[config.mk]
export PLATFORM = sky130hd
export DESIGN_NAME = sensor_median_ema_filter
export DESIGN_NICKNAME = d
export VERILOG_FILES = /design/src/hw/rtl/smef_pkg.sv /design/src/hw/rtl/smef_ram.sv /design/src/hw/rtl/smef_median.sv /design/src/hw/rtl/smef_ema.sv /design/src/hw/rtl/sensor_median_ema_filter.sv
export SDC_FILE = /design/constraint.sdc
export NUM_CORES = 1
export LEC_CHECK = 0
export BUFFER_PORTS_ARGS = -buffer_cell sky130_fd_sc_hd__buf_2
export CORE_ASPECT_RATIO = 0.6
export CORE_MARGIN = 10
export CORE_UTILIZATION = 30
export CTS_CLUSTER_DIAMETER = 30
export CTS_CLUSTER_SIZE = 40
export DETAILED_ROUTE_END_ITERATION = 8
export SLEW_MARGIN = 10
export SYNTH_ARGS = -nofsm -noshare
export SYNTH_HDL_FRONTEND = slang
export SYNTH_HIERARCHICAL = 1
export SYNTH_SLANG_ARGS = --single-unit
export TNS_END_PERCENT = 5
[constraint.sdc]
create_clock -name clk -period 4.3 [get_ports clk]
set_clock_uncertainty 0.1 [all_clocks]
set_input_delay 0.43 -clock clk [delete_from_list [all_inputs] [get_ports clk]]
set_output_delay 0.43 -clock clk [all_outputs]
set_load 0.03 [all_outputs]
[src/hw/rtl/smef_pkg.sv]
// ----------------------------------------------------------------------------
// smef_pkg
// Shared widths, constants, register indices and control bundles.
// ----------------------------------------------------------------------------
package smef_pkg;

    // field widths
    localparam int SAMPLE_BITS    = 12;
    localparam int FRAC_BITS      = 16;
    localparam int AVG_W          = SAMPLE_BITS + FRAC_BITS;
    localparam int ALPHA_W        = 17;
    localparam int WCOUNT_W       = 5;
    localparam int CFG_W          = ALPHA_W;
    localparam int CFG_IDX_W      = 3;
    localparam int WINDOW_MAX_DEF = 16;

    // EMA arithmetic widths
    localparam int DIFF_W  = AVG_W + 1;
    localparam int PROD_W  = DIFF_W + ALPHA_W;
    localparam int DELTA_W = PROD_W - FRAC_BITS;
    localparam int SUM_W   = AVG_W + 3;

    localparam logic [SAMPLE_BITS-1:0] CODE_MAX   = '1;
    localparam int unsigned            ROUND_HALF = 1 << (FRAC_BITS - 1);

    // configuration reset values
    localparam logic [WCOUNT_W-1:0]    WCOUNT_RST = WCOUNT_W'(5);
    localparam logic [ALPHA_W-1:0]     ALPHA_RST  = ALPHA_W'(6554);

    // configuration register indices
    typedef enum logic [CFG_IDX_W-1:0] {
        REG_WINDOW_COUNT = 3'd0,
        REG_ALPHA        = 3'd1,
        REG_INVERT       = 3'd2,
        REG_FAULT_LOW    = 3'd3,
        REG_FAULT_HIGH   = 3'd4
    } cfg_reg_t;

    // request to the median unit
    typedef struct packed {
        logic start;
        logic refill;
    } med_req_t;

    // request to the EMA unit
    typedef struct packed {
        logic prime;
        logic start;
    } ema_req_t;

endpackage

[src/hw/rtl/smef_ram.sv]
// ----------------------------------------------------------------------------
// smef_ram
// Generic single-write, single-read RAM with registered read data.
// ----------------------------------------------------------------------------
module smef_ram #(
    parameter int WIDTH = 12,
    parameter int DEPTH = 16
) (
    input  logic                                    clk,
    input  logic                                    we,
    input  logic [((DEPTH > 1) ? $clog2(DEPTH) : 1)-1:0] waddr,
    input  logic [WIDTH-1:0]                        wdata,
    input  logic [((DEPTH > 1) ? $clog2(DEPTH) : 1)-1:0] raddr,
    output logic [WIDTH-1:0]                        rdata
);

    logic [WIDTH-1:0] mem [DEPTH];

    // write port and registered read port
    always_ff @(posedge clk)
    begin
        if (we)
        begin
            mem[waddr] <= wdata;
        end
        rdata <= mem[raddr];
    end

endmodule

[src/hw/rtl/smef_median.sv]
// ----------------------------------------------------------------------------
// smef_median
// Ring window store and bit-serial rank selection of the window median.
// ----------------------------------------------------------------------------
module smef_median
    import smef_pkg::*;
#(
    parameter int WINDOW_MAX = WINDOW_MAX_DEF
) (
    input  logic                                clk,
    input  logic                                rst_n,
    input  med_req_t                            req,
    input  logic [SAMPLE_BITS-1:0]              sample,
    input  logic [$clog2(WINDOW_MAX + 1)-1:0]   count,
    output logic                                done,
    output logic [SAMPLE_BITS-1:0]              median
);

    localparam int IDX_W = (WINDOW_MAX > 1) ? $clog2(WINDOW_MAX) : 1;
    localparam int CNT_W = $clog2(WINDOW_MAX + 1);
    localparam int BIT_W = $clog2(SAMPLE_BITS);

    typedef enum logic [2:0] {
        M_IDLE,
        M_FILL,
        M_WRITE,
        M_SEL,
        M_DRAIN
    } state_t;

    state_t                 state_reg;
    logic [SAMPLE_BITS-1:0] sample_reg;
    logic [CNT_W-1:0]       count_reg;
    logic [IDX_W-1:0]       slot_reg;
    logic [IDX_W-1:0]       fill_idx_reg;
    logic [IDX_W-1:0]       rd_idx_reg;
    logic [BIT_W-1:0]       iss_bit_reg;
    logic                   pend_reg;
    logic                   pend_last_reg;
    logic [SAMPLE_BITS-1:0] bit_sel_reg;
    logic [SAMPLE_BITS-1:0] mask_reg;
    logic [SAMPLE_BITS-1:0] res_reg;
    logic [CNT_W-1:0]       rank_reg;
    logic [CNT_W-1:0]       zeros_reg;
    logic                   done_reg;

    logic [IDX_W-1:0]       last_idx;
    logic [IDX_W-1:0]       slot_next;
    logic                   ram_we;
    logic [IDX_W-1:0]       ram_waddr;
    logic [SAMPLE_BITS-1:0] ram_rdata;
    logic                   hit;
    logic [CNT_W-1:0]       zeros_sum;

    // ring bookkeeping
    assign last_idx  = IDX_W'(count_reg - 1'b1);
    assign slot_next = (slot_reg == last_idx) ? '0 : slot_reg + 1'b1;

    // window writes: refill sweep or single ring write
    assign ram_we    = (state_reg == M_FILL) || (state_reg == M_WRITE);
    assign ram_waddr = (state_reg == M_FILL) ? fill_idx_reg : slot_reg;

    smef_ram #(
        .WIDTH (SAMPLE_BITS),
        .DEPTH (WINDOW_MAX)
    ) u_window (
        .clk   (clk),
        .we    (ram_we),
        .waddr (ram_waddr),
        .wdata (sample_reg),
        .raddr (rd_idx_reg),
        .rdata (ram_rdata)
    );

    // entry shares the decided prefix and has a zero at the current bit
    assign hit       = pend_reg && (((ram_rdata ^ res_reg) & mask_reg) == '0)
                       && ((ram_rdata & bit_sel_reg) == '0);
    assign zeros_sum = zeros_reg + CNT_W'(hit);

    // sequencer and selection datapath
    always_ff @(posedge clk or negedge rst_n)
    begin
        if (!rst_n)
        begin
            state_reg     <= M_IDLE;
            sample_reg    <= '0;
            count_reg     <= '0;
            slot_reg      <= '0;
            fill_idx_reg  <= '0;
            rd_idx_reg    <= '0;
            iss_bit_reg   <= '0;
            pend_reg      <= 1'b0;
            pend_last_reg <= 1'b0;
            bit_sel_reg   <= '0;
            mask_reg      <= '0;
            res_reg       <= '0;
            rank_reg      <= '0;
            zeros_reg     <= '0;
            done_reg      <= 1'b0;
        end
        else
        begin
            done_reg      <= 1'b0;
            pend_reg      <= (state_reg == M_SEL);
            pend_last_reg <= (rd_idx_reg == last_idx);

            case (state_reg)
                M_IDLE:
                begin
                    if (req.start)
                    begin
                        sample_reg   <= sample;
                        count_reg    <= count;
                        fill_idx_reg <= '0;
                        if (req.refill)
                        begin
                            slot_reg  <= '0;
                            state_reg <= M_FILL;
                        end
                        else
                        begin
                            state_reg <= M_WRITE;
                        end
                    end
                end
                M_FILL:
                begin
                    if (fill_idx_reg == last_idx)
                    begin
                        state_reg <= M_WRITE;
                    end
                    else
                    begin
                        fill_idx_reg <= fill_idx_reg + 1'b1;
                    end
                end
                M_WRITE:
                begin
                    // ring advance, then arm the selection from the top bit
                    slot_reg    <= slot_next;
                    rd_idx_reg  <= '0;
                    iss_bit_reg <= BIT_W'(SAMPLE_BITS - 1);
                    bit_sel_reg <= {1'b1, {(SAMPLE_BITS - 1){1'b0}}};
                    mask_reg    <= '0;
                    res_reg     <= '0;
                    rank_reg    <= count_reg >> 1;
                    zeros_reg   <= '0;
                    state_reg   <= M_SEL;
                end
                M_SEL:
                begin
                    // one window read per cycle, n reads per result bit
                    if (rd_idx_reg == last_idx)
                    begin
                        rd_idx_reg <= '0;
                        if (iss_bit_reg == '0)
                        begin
                            state_reg <= M_DRAIN;
                        end
                        else
                        begin
                            iss_bit_reg <= iss_bit_reg - 1'b1;
                        end
                    end
                    else
                    begin
                        rd_idx_reg <= rd_idx_reg + 1'b1;
                    end
                end
                M_DRAIN:
                begin
                    done_reg  <= 1'b1;
                    state_reg <= M_IDLE;
                end
                default:
                begin
                    state_reg <= M_IDLE;
                end
            endcase

            // count zeros among candidates; settle one bit per pass
            if (pend_reg)
            begin
                if (pend_last_reg)
                begin
                    if (rank_reg >= zeros_sum)
                    begin
                        res_reg  <= res_reg | bit_sel_reg;
                        rank_reg <= rank_reg - zeros_sum;
                    end
                    mask_reg    <= mask_reg | bit_sel_reg;
                    bit_sel_reg <= bit_sel_reg >> 1;
                    zeros_reg   <= '0;
                end
                else
                begin
                    zeros_reg <= zeros_sum;
                end
            end
        end
    end

    assign done   = done_reg;
    assign median = res_reg;

endmodule

[src/hw/rtl/smef_ema.sv]
// ----------------------------------------------------------------------------
// smef_ema
// Exponential moving average with a bit-serial shift-add weight multiply.
// ----------------------------------------------------------------------------
module smef_ema
    import smef_pkg::*;
(
    input  logic                   clk,
    input  logic                   rst_n,
    input  ema_req_t               req,
    input  logic [SAMPLE_BITS-1:0] sample,
    input  logic [SAMPLE_BITS-1:0] median,
    input  logic [ALPHA_W-1:0]     alpha,
    output logic                   done,
    output logic [AVG_W-1:0]       average
);

    localparam int STEP_W = $clog2(ALPHA_W);

    typedef enum logic [1:0] {
        E_IDLE,
        E_MUL,
        E_UPD
    } state_t;

    state_t                     state_reg;
    logic [AVG_W-1:0]           avg_reg;
    logic signed [PROD_W-1:0]   acc_reg;
    logic signed [PROD_W-1:0]   mcand_reg;
    logic [ALPHA_W-1:0]         alpha_sh_reg;
    logic [STEP_W-1:0]          step_reg;
    logic                       done_reg;

    logic signed [DIFF_W-1:0]   diff;
    logic signed [DELTA_W-1:0]  delta;
    logic signed [SUM_W-1:0]    sum;
    logic [AVG_W-1:0]           avg_clamped;

    // error between median and average, signed Q12.16
    assign diff = $signed({1'b0, median, {FRAC_BITS{1'b0}}}) - $signed({1'b0, avg_reg});

    // floor of product / 2^16, then saturate to the average range
    assign delta = $signed(acc_reg[PROD_W-1:FRAC_BITS]);
    assign sum   = $signed({{(SUM_W - AVG_W){1'b0}}, avg_reg})
                   + $signed({{(SUM_W - DELTA_W){delta[DELTA_W-1]}}, delta});

    always_comb
    begin
        if (sum[SUM_W-1])
        begin
            avg_clamped = '0;
        end
        else if (|sum[SUM_W-2:AVG_W])
        begin
            avg_clamped = '1;
        end
        else
        begin
            avg_clamped = sum[AVG_W-1:0];
        end
    end

    // sequencer, multiplier and average register
    always_ff @(posedge clk or negedge rst_n)
    begin
        if (!rst_n)
        begin
            state_reg    <= E_IDLE;
            avg_reg      <= '0;
            acc_reg      <= '0;
            mcand_reg    <= '0;
            alpha_sh_reg <= '0;
            step_reg     <= '0;
            done_reg     <= 1'b0;
        end
        else
        begin
            done_reg <= 1'b0;
            case (state_reg)
                E_IDLE:
                begin
                    if (req.prime)
                    begin
                        avg_reg <= {sample, {FRAC_BITS{1'b0}}};
                    end
                    if (req.start)
                    begin
                        acc_reg      <= '0;
                        mcand_reg    <= {{(PROD_W - DIFF_W){diff[DIFF_W-1]}}, diff};
                        alpha_sh_reg <= alpha;
                        step_reg     <= STEP_W'(ALPHA_W - 1);
                        state_reg    <= E_MUL;
                    end
                end
                E_MUL:
                begin
                    // one weight bit per cycle, LSB first
                    if (alpha_sh_reg[0])
                    begin
                        acc_reg <= acc_reg + mcand_reg;
                    end
                    mcand_reg    <= mcand_reg <<< 1;
                    alpha_sh_reg <= alpha_sh_reg >> 1;
                    if (step_reg == '0)
                    begin
                        state_reg <= E_UPD;
                    end
                    else
                    begin
                        step_reg <= step_reg - 1'b1;
                    end
                end
                E_UPD:
                begin
                    avg_reg   <= avg_clamped;
                    done_reg  <= 1'b1;
                    state_reg <= E_IDLE;
                end
                default:
                begin
                    state_reg <= E_IDLE;
                end
            endcase
        end
    end

    assign done    = done_reg;
    assign average = avg_reg;

endmodule

[src/hw/rtl/sensor_median_ema_filter.sv]
// ----------------------------------------------------------------------------
// sensor_median_ema_filter
// Each request carries one 12-bit converter sample. The sample goes into a
// ring window held in a small RAM, the median of the configured window
// (upper middle element for even sizes) is found bit by bit, most
// significant first, reading one window entry per cycle, and drives an
// unsigned Q12.16 moving average whose weight is applied by a bit-serial
// shift-add multiplier. One result follows each request: the rounded
// average, saturated to 4095 and mirrored when invert is set, and a flag
// telling whether it lies within the fault limits. The window is refilled
// with the sample on the first request and on a new window size; the
// selection passes over the RAM read port take most of a request's time.
// One request is in flight at a time; the next is taken while the
// previous result still waits in the output register.
// ----------------------------------------------------------------------------
module sensor_median_ema_filter
    import smef_pkg::*;
#(
    parameter int WINDOW_MAX = WINDOW_MAX_DEF
) (
    input  logic                   clk,
    input  logic                   rst_n,
    // configuration
    input  logic                   cfg_we,
    input  logic [CFG_IDX_W-1:0]   cfg_index,
    input  logic [CFG_W-1:0]       cfg_data,
    // sample channel
    input  logic                   in_valid,
    output logic                   in_stall,
    input  logic [SAMPLE_BITS-1:0] sample,
    // result channel
    output logic                   out_valid,
    input  logic                   out_stall,
    output logic [SAMPLE_BITS-1:0] position,
    output logic                   plausible
);

    localparam int CNT_W = $clog2(WINDOW_MAX + 1);

    typedef enum logic [1:0] {
        T_IDLE,
        T_MED,
        T_EMA,
        T_EMIT
    } state_t;

    state_t                 state_reg;
    logic [WCOUNT_W-1:0]    window_count_reg;
    logic [ALPHA_W-1:0]     alpha_reg;
    logic                   invert_reg;
    logic [SAMPLE_BITS-1:0] fault_low_reg;
    logic [SAMPLE_BITS-1:0] fault_high_reg;
    logic [CNT_W-1:0]       active_count_reg;
    logic                   primed_reg;
    logic                   out_valid_reg;
    logic [SAMPLE_BITS-1:0] position_reg;
    logic                   plausible_reg;

    logic                   in_accept;
    logic [CNT_W-1:0]       n;
    med_req_t               med_req;
    ema_req_t               ema_req;
    logic                   med_done;
    logic [SAMPLE_BITS-1:0] med_value;
    logic                   ema_done;
    logic [AVG_W-1:0]       avg;
    logic [AVG_W:0]         rounded;
    logic [SAMPLE_BITS:0]   whole;
    logic [SAMPLE_BITS-1:0] sat;
    logic [SAMPLE_BITS-1:0] pos;
    logic                   out_free;

    assign in_accept = in_valid && !in_stall;
    assign in_stall  = (state_reg != T_IDLE);
    assign out_free  = !out_valid_reg || !out_stall;

    // clamp window size to 1..WINDOW_MAX
    always_comb
    begin
        if (window_count_reg == '0)
        begin
            n = CNT_W'(1);
        end
        else if ({1'b0, window_count_reg} > (WCOUNT_W + 1)'(WINDOW_MAX))
        begin
            n = CNT_W'(WINDOW_MAX);
        end
        else
        begin
            n = CNT_W'(window_count_reg);
        end
    end

    // requests to the two units
    assign med_req.start  = in_accept;
    assign med_req.refill = !primed_reg || (n != active_count_reg);
    assign ema_req.prime  = in_accept && !primed_reg;
    assign ema_req.start  = (state_reg == T_MED) && med_done;

    smef_median #(
        .WINDOW_MAX (WINDOW_MAX)
    ) u_median (
        .clk    (clk),
        .rst_n  (rst_n),
        .req    (med_req),
        .sample (sample),
        .count  (n),
        .done   (med_done),
        .median (med_value)
    );

    smef_ema u_ema (
        .clk     (clk),
        .rst_n   (rst_n),
        .req     (ema_req),
        .sample  (sample),
        .median  (med_value),
        .alpha   (alpha_reg),
        .done    (ema_done),
        .average (avg)
    );

    // round, saturate, mirror
    assign rounded = {1'b0, avg} + (AVG_W + 1)'(ROUND_HALF);
    assign whole   = rounded[AVG_W:FRAC_BITS];
    assign sat     = whole[SAMPLE_BITS] ? CODE_MAX : whole[SAMPLE_BITS-1:0];
    assign pos     = invert_reg ? (CODE_MAX - sat) : sat;

    // configuration registers
    always_ff @(posedge clk or negedge rst_n)
    begin
        if (!rst_n)
        begin
            window_count_reg <= WCOUNT_RST;
            alpha_reg        <= ALPHA_RST;
            invert_reg       <= 1'b0;
            fault_low_reg    <= '0;
            fault_high_reg   <= CODE_MAX;
        end
        else if (cfg_we)
        begin
            case (cfg_index)
                REG_WINDOW_COUNT: window_count_reg <= cfg_data[WCOUNT_W-1:0];
                REG_ALPHA:        alpha_reg        <= cfg_data[ALPHA_W-1:0];
                REG_INVERT:       invert_reg       <= cfg_data[0];
                REG_FAULT_LOW:    fault_low_reg    <= cfg_data[SAMPLE_BITS-1:0];
                REG_FAULT_HIGH:   fault_high_reg   <= cfg_data[SAMPLE_BITS-1:0];
                default:          ;
            endcase
        end
    end

    // request sequencing and output register
    always_ff @(posedge clk or negedge rst_n)
    begin
        if (!rst_n)
        begin
            state_reg        <= T_IDLE;
            active_count_reg <= '0;
            primed_reg       <= 1'b0;
            out_valid_reg    <= 1'b0;
            position_reg     <= '0;
            plausible_reg    <= 1'b0;
        end
        else
        begin
            if (out_valid_reg && !out_stall)
            begin
                out_valid_reg <= 1'b0;
            end
            case (state_reg)
                T_IDLE:
                begin
                    if (in_accept)
                    begin
                        active_count_reg <= n;
                        primed_reg       <= 1'b1;
                        state_reg        <= T_MED;
                    end
                end
                T_MED:
                begin
                    if (med_done)
                    begin
                        state_reg <= T_EMA;
                    end
                end
                T_EMA:
                begin
                    if (ema_done)
                    begin
                        state_reg <= T_EMIT;
                    end
                end
                T_EMIT:
                begin
                    if (out_free)
                    begin
                        out_valid_reg <= 1'b1;
                        position_reg  <= pos;
                        plausible_reg <= (pos >= fault_low_reg) && (pos <= fault_high_reg);
                        state_reg     <= T_IDLE;
                    end
                end
                default:
                begin
                    state_reg <= T_IDLE;
                end
            endcase
        end
    end

    assign out_valid = out_valid_reg;
    assign position  = position_reg;
    assign plausible = plausible_reg;

endmodule

==> impl_table.tex <==
\begin{tabular}{lr}
\hline
Metric & Value \\
\hline
\multicolumn{2}{l}{\textbf{Logic synthesis}} \\
\quad Number of library cell types mapped by synthesis & around 110 \\
\quad Ys async rst share & 59.4\% \\
\quad Net Count, Synth & 2562 \\
\quad Most area-consuming cells after synthesis & dfrtp\_1, edfxtp\_1, ha\_1, nand2\_1, o21ai\_0 \\
\quad Cell taking the most area after synthesis & dfrtp\_1 \\
\quad Mapped Cells & approximately 2400 \\
\quad Yosys Warn Count & 6 \\
\quad Number of synthesized flops with an enable pin & approximately 190 \\
\quad Area share of the largest cell type after synthesis & roughly a quarter \\
\quad Post-synthesis sequential area ratio & 50.6\% \\
\quad Primary FF master, synth & dfrtp\_1 \\
\quad Per-instance average area after synthesis & $\sim$11 um\^{}2 \\
\quad Flip-flop and latch count after synthesis & 503 \\
\quad Area of the mapped netlist & between 20000 and 30000 um\^{}2 \\
\multicolumn{2}{l}{\textbf{Routing}} \\
\quad Via count & roughly 20000 \\
\quad Post-route DRC violation count & 0 \\
\quad Wire length reported by the detailed router & roughly 74000 um \\
\quad Number of nets still failing antenna checks after routing & 0 \\
\quad Average wire per standard cell & between 15 and 20 um \\
\quad DR pass1 iterations & 6 \\
\quad Detailed router's first-iteration violation count & $\sim$1900 \\
\quad Average vias per placed instance & $\sim$5.3 \\
\multicolumn{2}{l}{\textbf{Floorplan}} \\
\quad Initial standard-cell utilization of the core & a little under a third \\
\quad DIE AREA & $\sim$100000 um\^{}2 \\
\quad Width of the chip & a little over 400 um \\
\quad Core Footprint & roughly 88000 um\^{}2 \\
\quad Top-level port count & 52 \\
\quad Num rows & between 80 and 90 \\
\quad Height of the die & roughly 250 um \\
\multicolumn{2}{l}{\textbf{Worst setup path}} \\
\quad Category of the worst setup path capture point & register \\
\quad Reg-to-Reg End & u\_median/median[4] \\
\quad CP Class & register to register \\
\quad Worst R2R Start & u\_median/median[6] \\
\quad Critical path required time & $\sim$4.7 ns \\
\quad Largest fanout of any net on the critical path & 12 \\
\quad Arrival time of the worst setup path & between 4 and 5 ns \\
\quad Slack of the worst reg-to-reg path & roughly 0.48 ns \\
\quad Category of the worst setup path launch point & register \\
\quad Number of cells traversed by the worst register-to-register path & 15 \\
\multicolumn{2}{l}{\textbf{Power}} \\
\quad Worst IR Drop VDD & $\sim$0.00027 V \\
\quad Power density over the cells & 392 nW/um\^{}2 \\
\quad Lkg Pwr & $\sim$13 nW \\
\multicolumn{2}{l}{\textbf{Placement}} \\
\quad Count of input and output buffers & around 50 \\
\quad Routability-driven placement congestion ratio & roughly 0.91 \\
\quad Post-detail-place hpwl & around 54000 um \\
\quad Dpl ws & about 0.56 ns \\
\multicolumn{2}{l}{\textbf{STA}} \\
\quad Post-route setup slack & about 0.48 ns \\
\quad Final number of max-transition violations & 0 \\
\quad Total Negative Setup Slacks & 0 ns \\
\quad Crit share post-route & 88.9\% \\
\quad Headroom to the max-slew limit & a little under a third \\
\quad Clock period minus final worst setup slack & roughly 3.8 ns \\
\quad Setup-violating endpoint count in the final report & 0 \\
\quad Setup repair after global routing missed its margin & false \\
\quad Number of hold violations in the final report & 0 \\
\quad Upper clock frequency limit & about 0.26 GHz \\
\quad Slew @ Worst Pin & 1.03 ns \\
\multicolumn{2}{l}{\textbf{Global routing}} \\
\quad Wire length of the first global-routing pass & approximately 120000 um \\
\quad Via count of the first global-routing pass & around 19000 \\
\quad Maximum number of pins on one net before global-route repair & $\sim$110 \\
\quad Antenna violations before repair & 4 \\
\quad Total routing resource utilization after global routing & between 10\% and 20\% \\
\quad Overall overflow remaining after global route & 0 \\
\multicolumn{2}{l}{\textbf{Clock tree}} \\
\quad Post CTS Setup Buffer Count & 0 \\
\quad Clock tree from TritonCTS & yes \\
\quad Clock edge transition at the registers on the reported setup and hold paths & 0.06 ns \\
\quad Number of CTS-inserted buffers & 81 \\
\quad Clock Latency Late Sink & 0.63 ns \\
\quad Number of levels in the clock H-tree & 3 \\
\quad Max Buffers Root-to-Sink & 3 \\
\quad Cts repair resizes & 0 \\
\quad CTS root buf & clkbuf\_16 \\
\quad Clock Sink Count & around 500 \\
\multicolumn{2}{l}{\textbf{Finish}} \\
\quad Number of nets in the final layout & between 2000 and 3000 \\
\quad Final design utilization & roughly 36\% \\
\quad Flip-flop count of the largest register after layout & between 150 and 200 \\
\quad Layout cell share with drive strength beyond 1 & 16.4\% \\
\quad Area growth from synthesis to layout & 17.9\% \\
\quad Number of filler cells placed in the layout & $\sim$8600 \\
\multicolumn{2}{l}{\textbf{Status}} \\
\quad Status & finished, final reports clean \\
\multicolumn{2}{l}{\textbf{Run}} \\
\quad Max-cap violations & 0 \\
\multicolumn{2}{l}{\textbf{Worst hold path}} \\
\quad Worst hold path class & input port to register \\
\quad Worst hold stages & 2 \\
\quad Hold path startpoint & sample[8] \\
\quad Worst hold endpoint & u\_median/sample\_reg[8] \\
\hline
\end{tabular}
## synth_stat cells (9+ instances only)
cell,n
a21oi_1,111
mux4_1,15
dfrtp_1,278
o211ai_1,19
inv_1,108
nor2b_1,24
and4_1,9
dfstp_2,21
mux4_2,33
o21bai_1,16
o21ai_1,9
a22oi_1,77
or3_1,10
xor2_1,67
mux2i_1,13
dfxtp_1,12
a21o_1,28
ha_1,131
nand4_1,24
nand2_1,262
mux2_2,67
edfxtp_1,192
o221ai_1,14
and2_1,30
clkbuf_1,65
a211oi_1,14
nor2_1,127
buf_2,22
nand3_1,51
nor4_1,10
and3_1,14
a22o_1,31
nand2b_1,22
a31oi_1,30
o22ai_1,11
nor3_1,35
xnor2_1,60
o21ai_0,174
o21a_1,14
## what timing repair did
action / in CTS / in global routing
endpoints found under the setup margin: 0 / 0
endpoints found under the hold margin: 113 / 0
hold buffers: 20 / 0
## where the power goes
group          leakage, nW  internal [mW]  switching (mW)
registers             5.18           5.08          0.0601
logic                 6.27          0.206           0.279
clock network         1.37           4.21            2.49
total                 12.8           9.50            2.83
## cells in the final DEF (no fill, tap or decap), types with 11 or more instances in the layout
master	n
ha_1	131
nand3_1	51
a21o_1	28
and2_1	30
nand2b_1	22
a211oi_1	14
o21bai_1	16
o221ai_1	14
mux2i_1	13
nand4_1	24
mux2_2	67
xnor2_1	60
a21oi_1	111
xor2_1	67
mux4_1	15
buf_2	50
buf_4	49
a22o_1	31
o21ai_0	174
clkbuf_16	86
nor2b_1	24
mux4_2	33
a22oi_1	77
o22ai_1	11
and3_1	14
dlygate4sd3_1	20
nor3_1	30
dfstp_2	21
a31oi_1	30
nor2_1	125
dfrtp_1	276
edfxtp_1	192
o21a_1	14
dfxtp_1	12
o211ai_1	19
inv_1	108
nand2_1	262
## stage by stage
stage          cells  area [um^2]  power [mW]  hold slack, ns
4_1_cts         3725        31500        12.5          0.0101
6_report        3727        31500        12.3          0.0347
3_3_place_gp    3555        28400        5.69           0.354
2_1_floorplan   2391        26700        5.50          0.0344
5_1_grt         3726        31500        12.8          0.0150
3_5_place_dp    3555        28400        5.70           0.363
## worst max-delay path by stage
stage                                   from                    to  slack (ns)  cells past startpoint
after floorplan           u_median/median[6]  u_median/rank_reg[1]        0.94                     14
after global placement    u_median/median[6]    u_median/median[4]        0.55                     15
after detailed placement  u_median/median[6]    u_median/median[4]        0.56                     15
after CTS                 u_median/median[6]    u_median/median[6]        0.55                     15
after global routing      u_median/median[6]    u_median/median[6]        0.30                     15
final                     u_median/median[6]    u_median/median[4]        0.48                     15
## per-layer routing
layer	global-route usage, %	vias up	share of wire (%)
met1	23.7	9706	53
li1	-	9123	-
met3	4.91	80	11
met4	2.56	2	1.2
met2	17.1	762	35
met5	0	-	0.018
## kinds of logic (layout without fill, tap and decap cells)
logic type	count (synthesis)	count (layout)	synth area share [%]
xor gates and xnor gates	132	132	4.59
muxes	129	129	7.62
buffers and inverters	210	383	3.30
other	0	2	0
AOI/OAI and AO/OA	625	625	15.6
adders and majority gates	134	134	6.36
DFF	503	503	50.6
and+or+nand+nor	658	658	12.0
## worst max-delay path, stage by stage (launching register included)
cell	delay (ns)
dfrtp_1	0.41
xor2_1	0.15
a22o_1	0.25
a221oi_1	0.26
nand3_1	0.11
nor4_1	0.42
ha_1	0.30
ha_1	0.24
inv_1	0.12
ha_1	0.26
nor2b_1	0.13
o21ai_0	0.20
a21boi_1	0.14
o21ai_2	0.24
buf_4	0.24
a22oi_1	0.12
## final cells by class
type | count | area [um^2] | share of cell area [%]
clock inverter | 46 | 538 | 1.71
multi-input combinational | 1678 | 12400 | 39.3
sequential | 503 | 13500 | 42.9
antenna | 2 | 5.00 | 0.0159
inverter | 110 | 418 | 1.33
tap | 1161 | 1450 | 4.61
clock buffer | 104 | 2300 | 7.30
timing repair buffer | 123 | 893 | 2.84
Power figures use the tool's default switching activity.
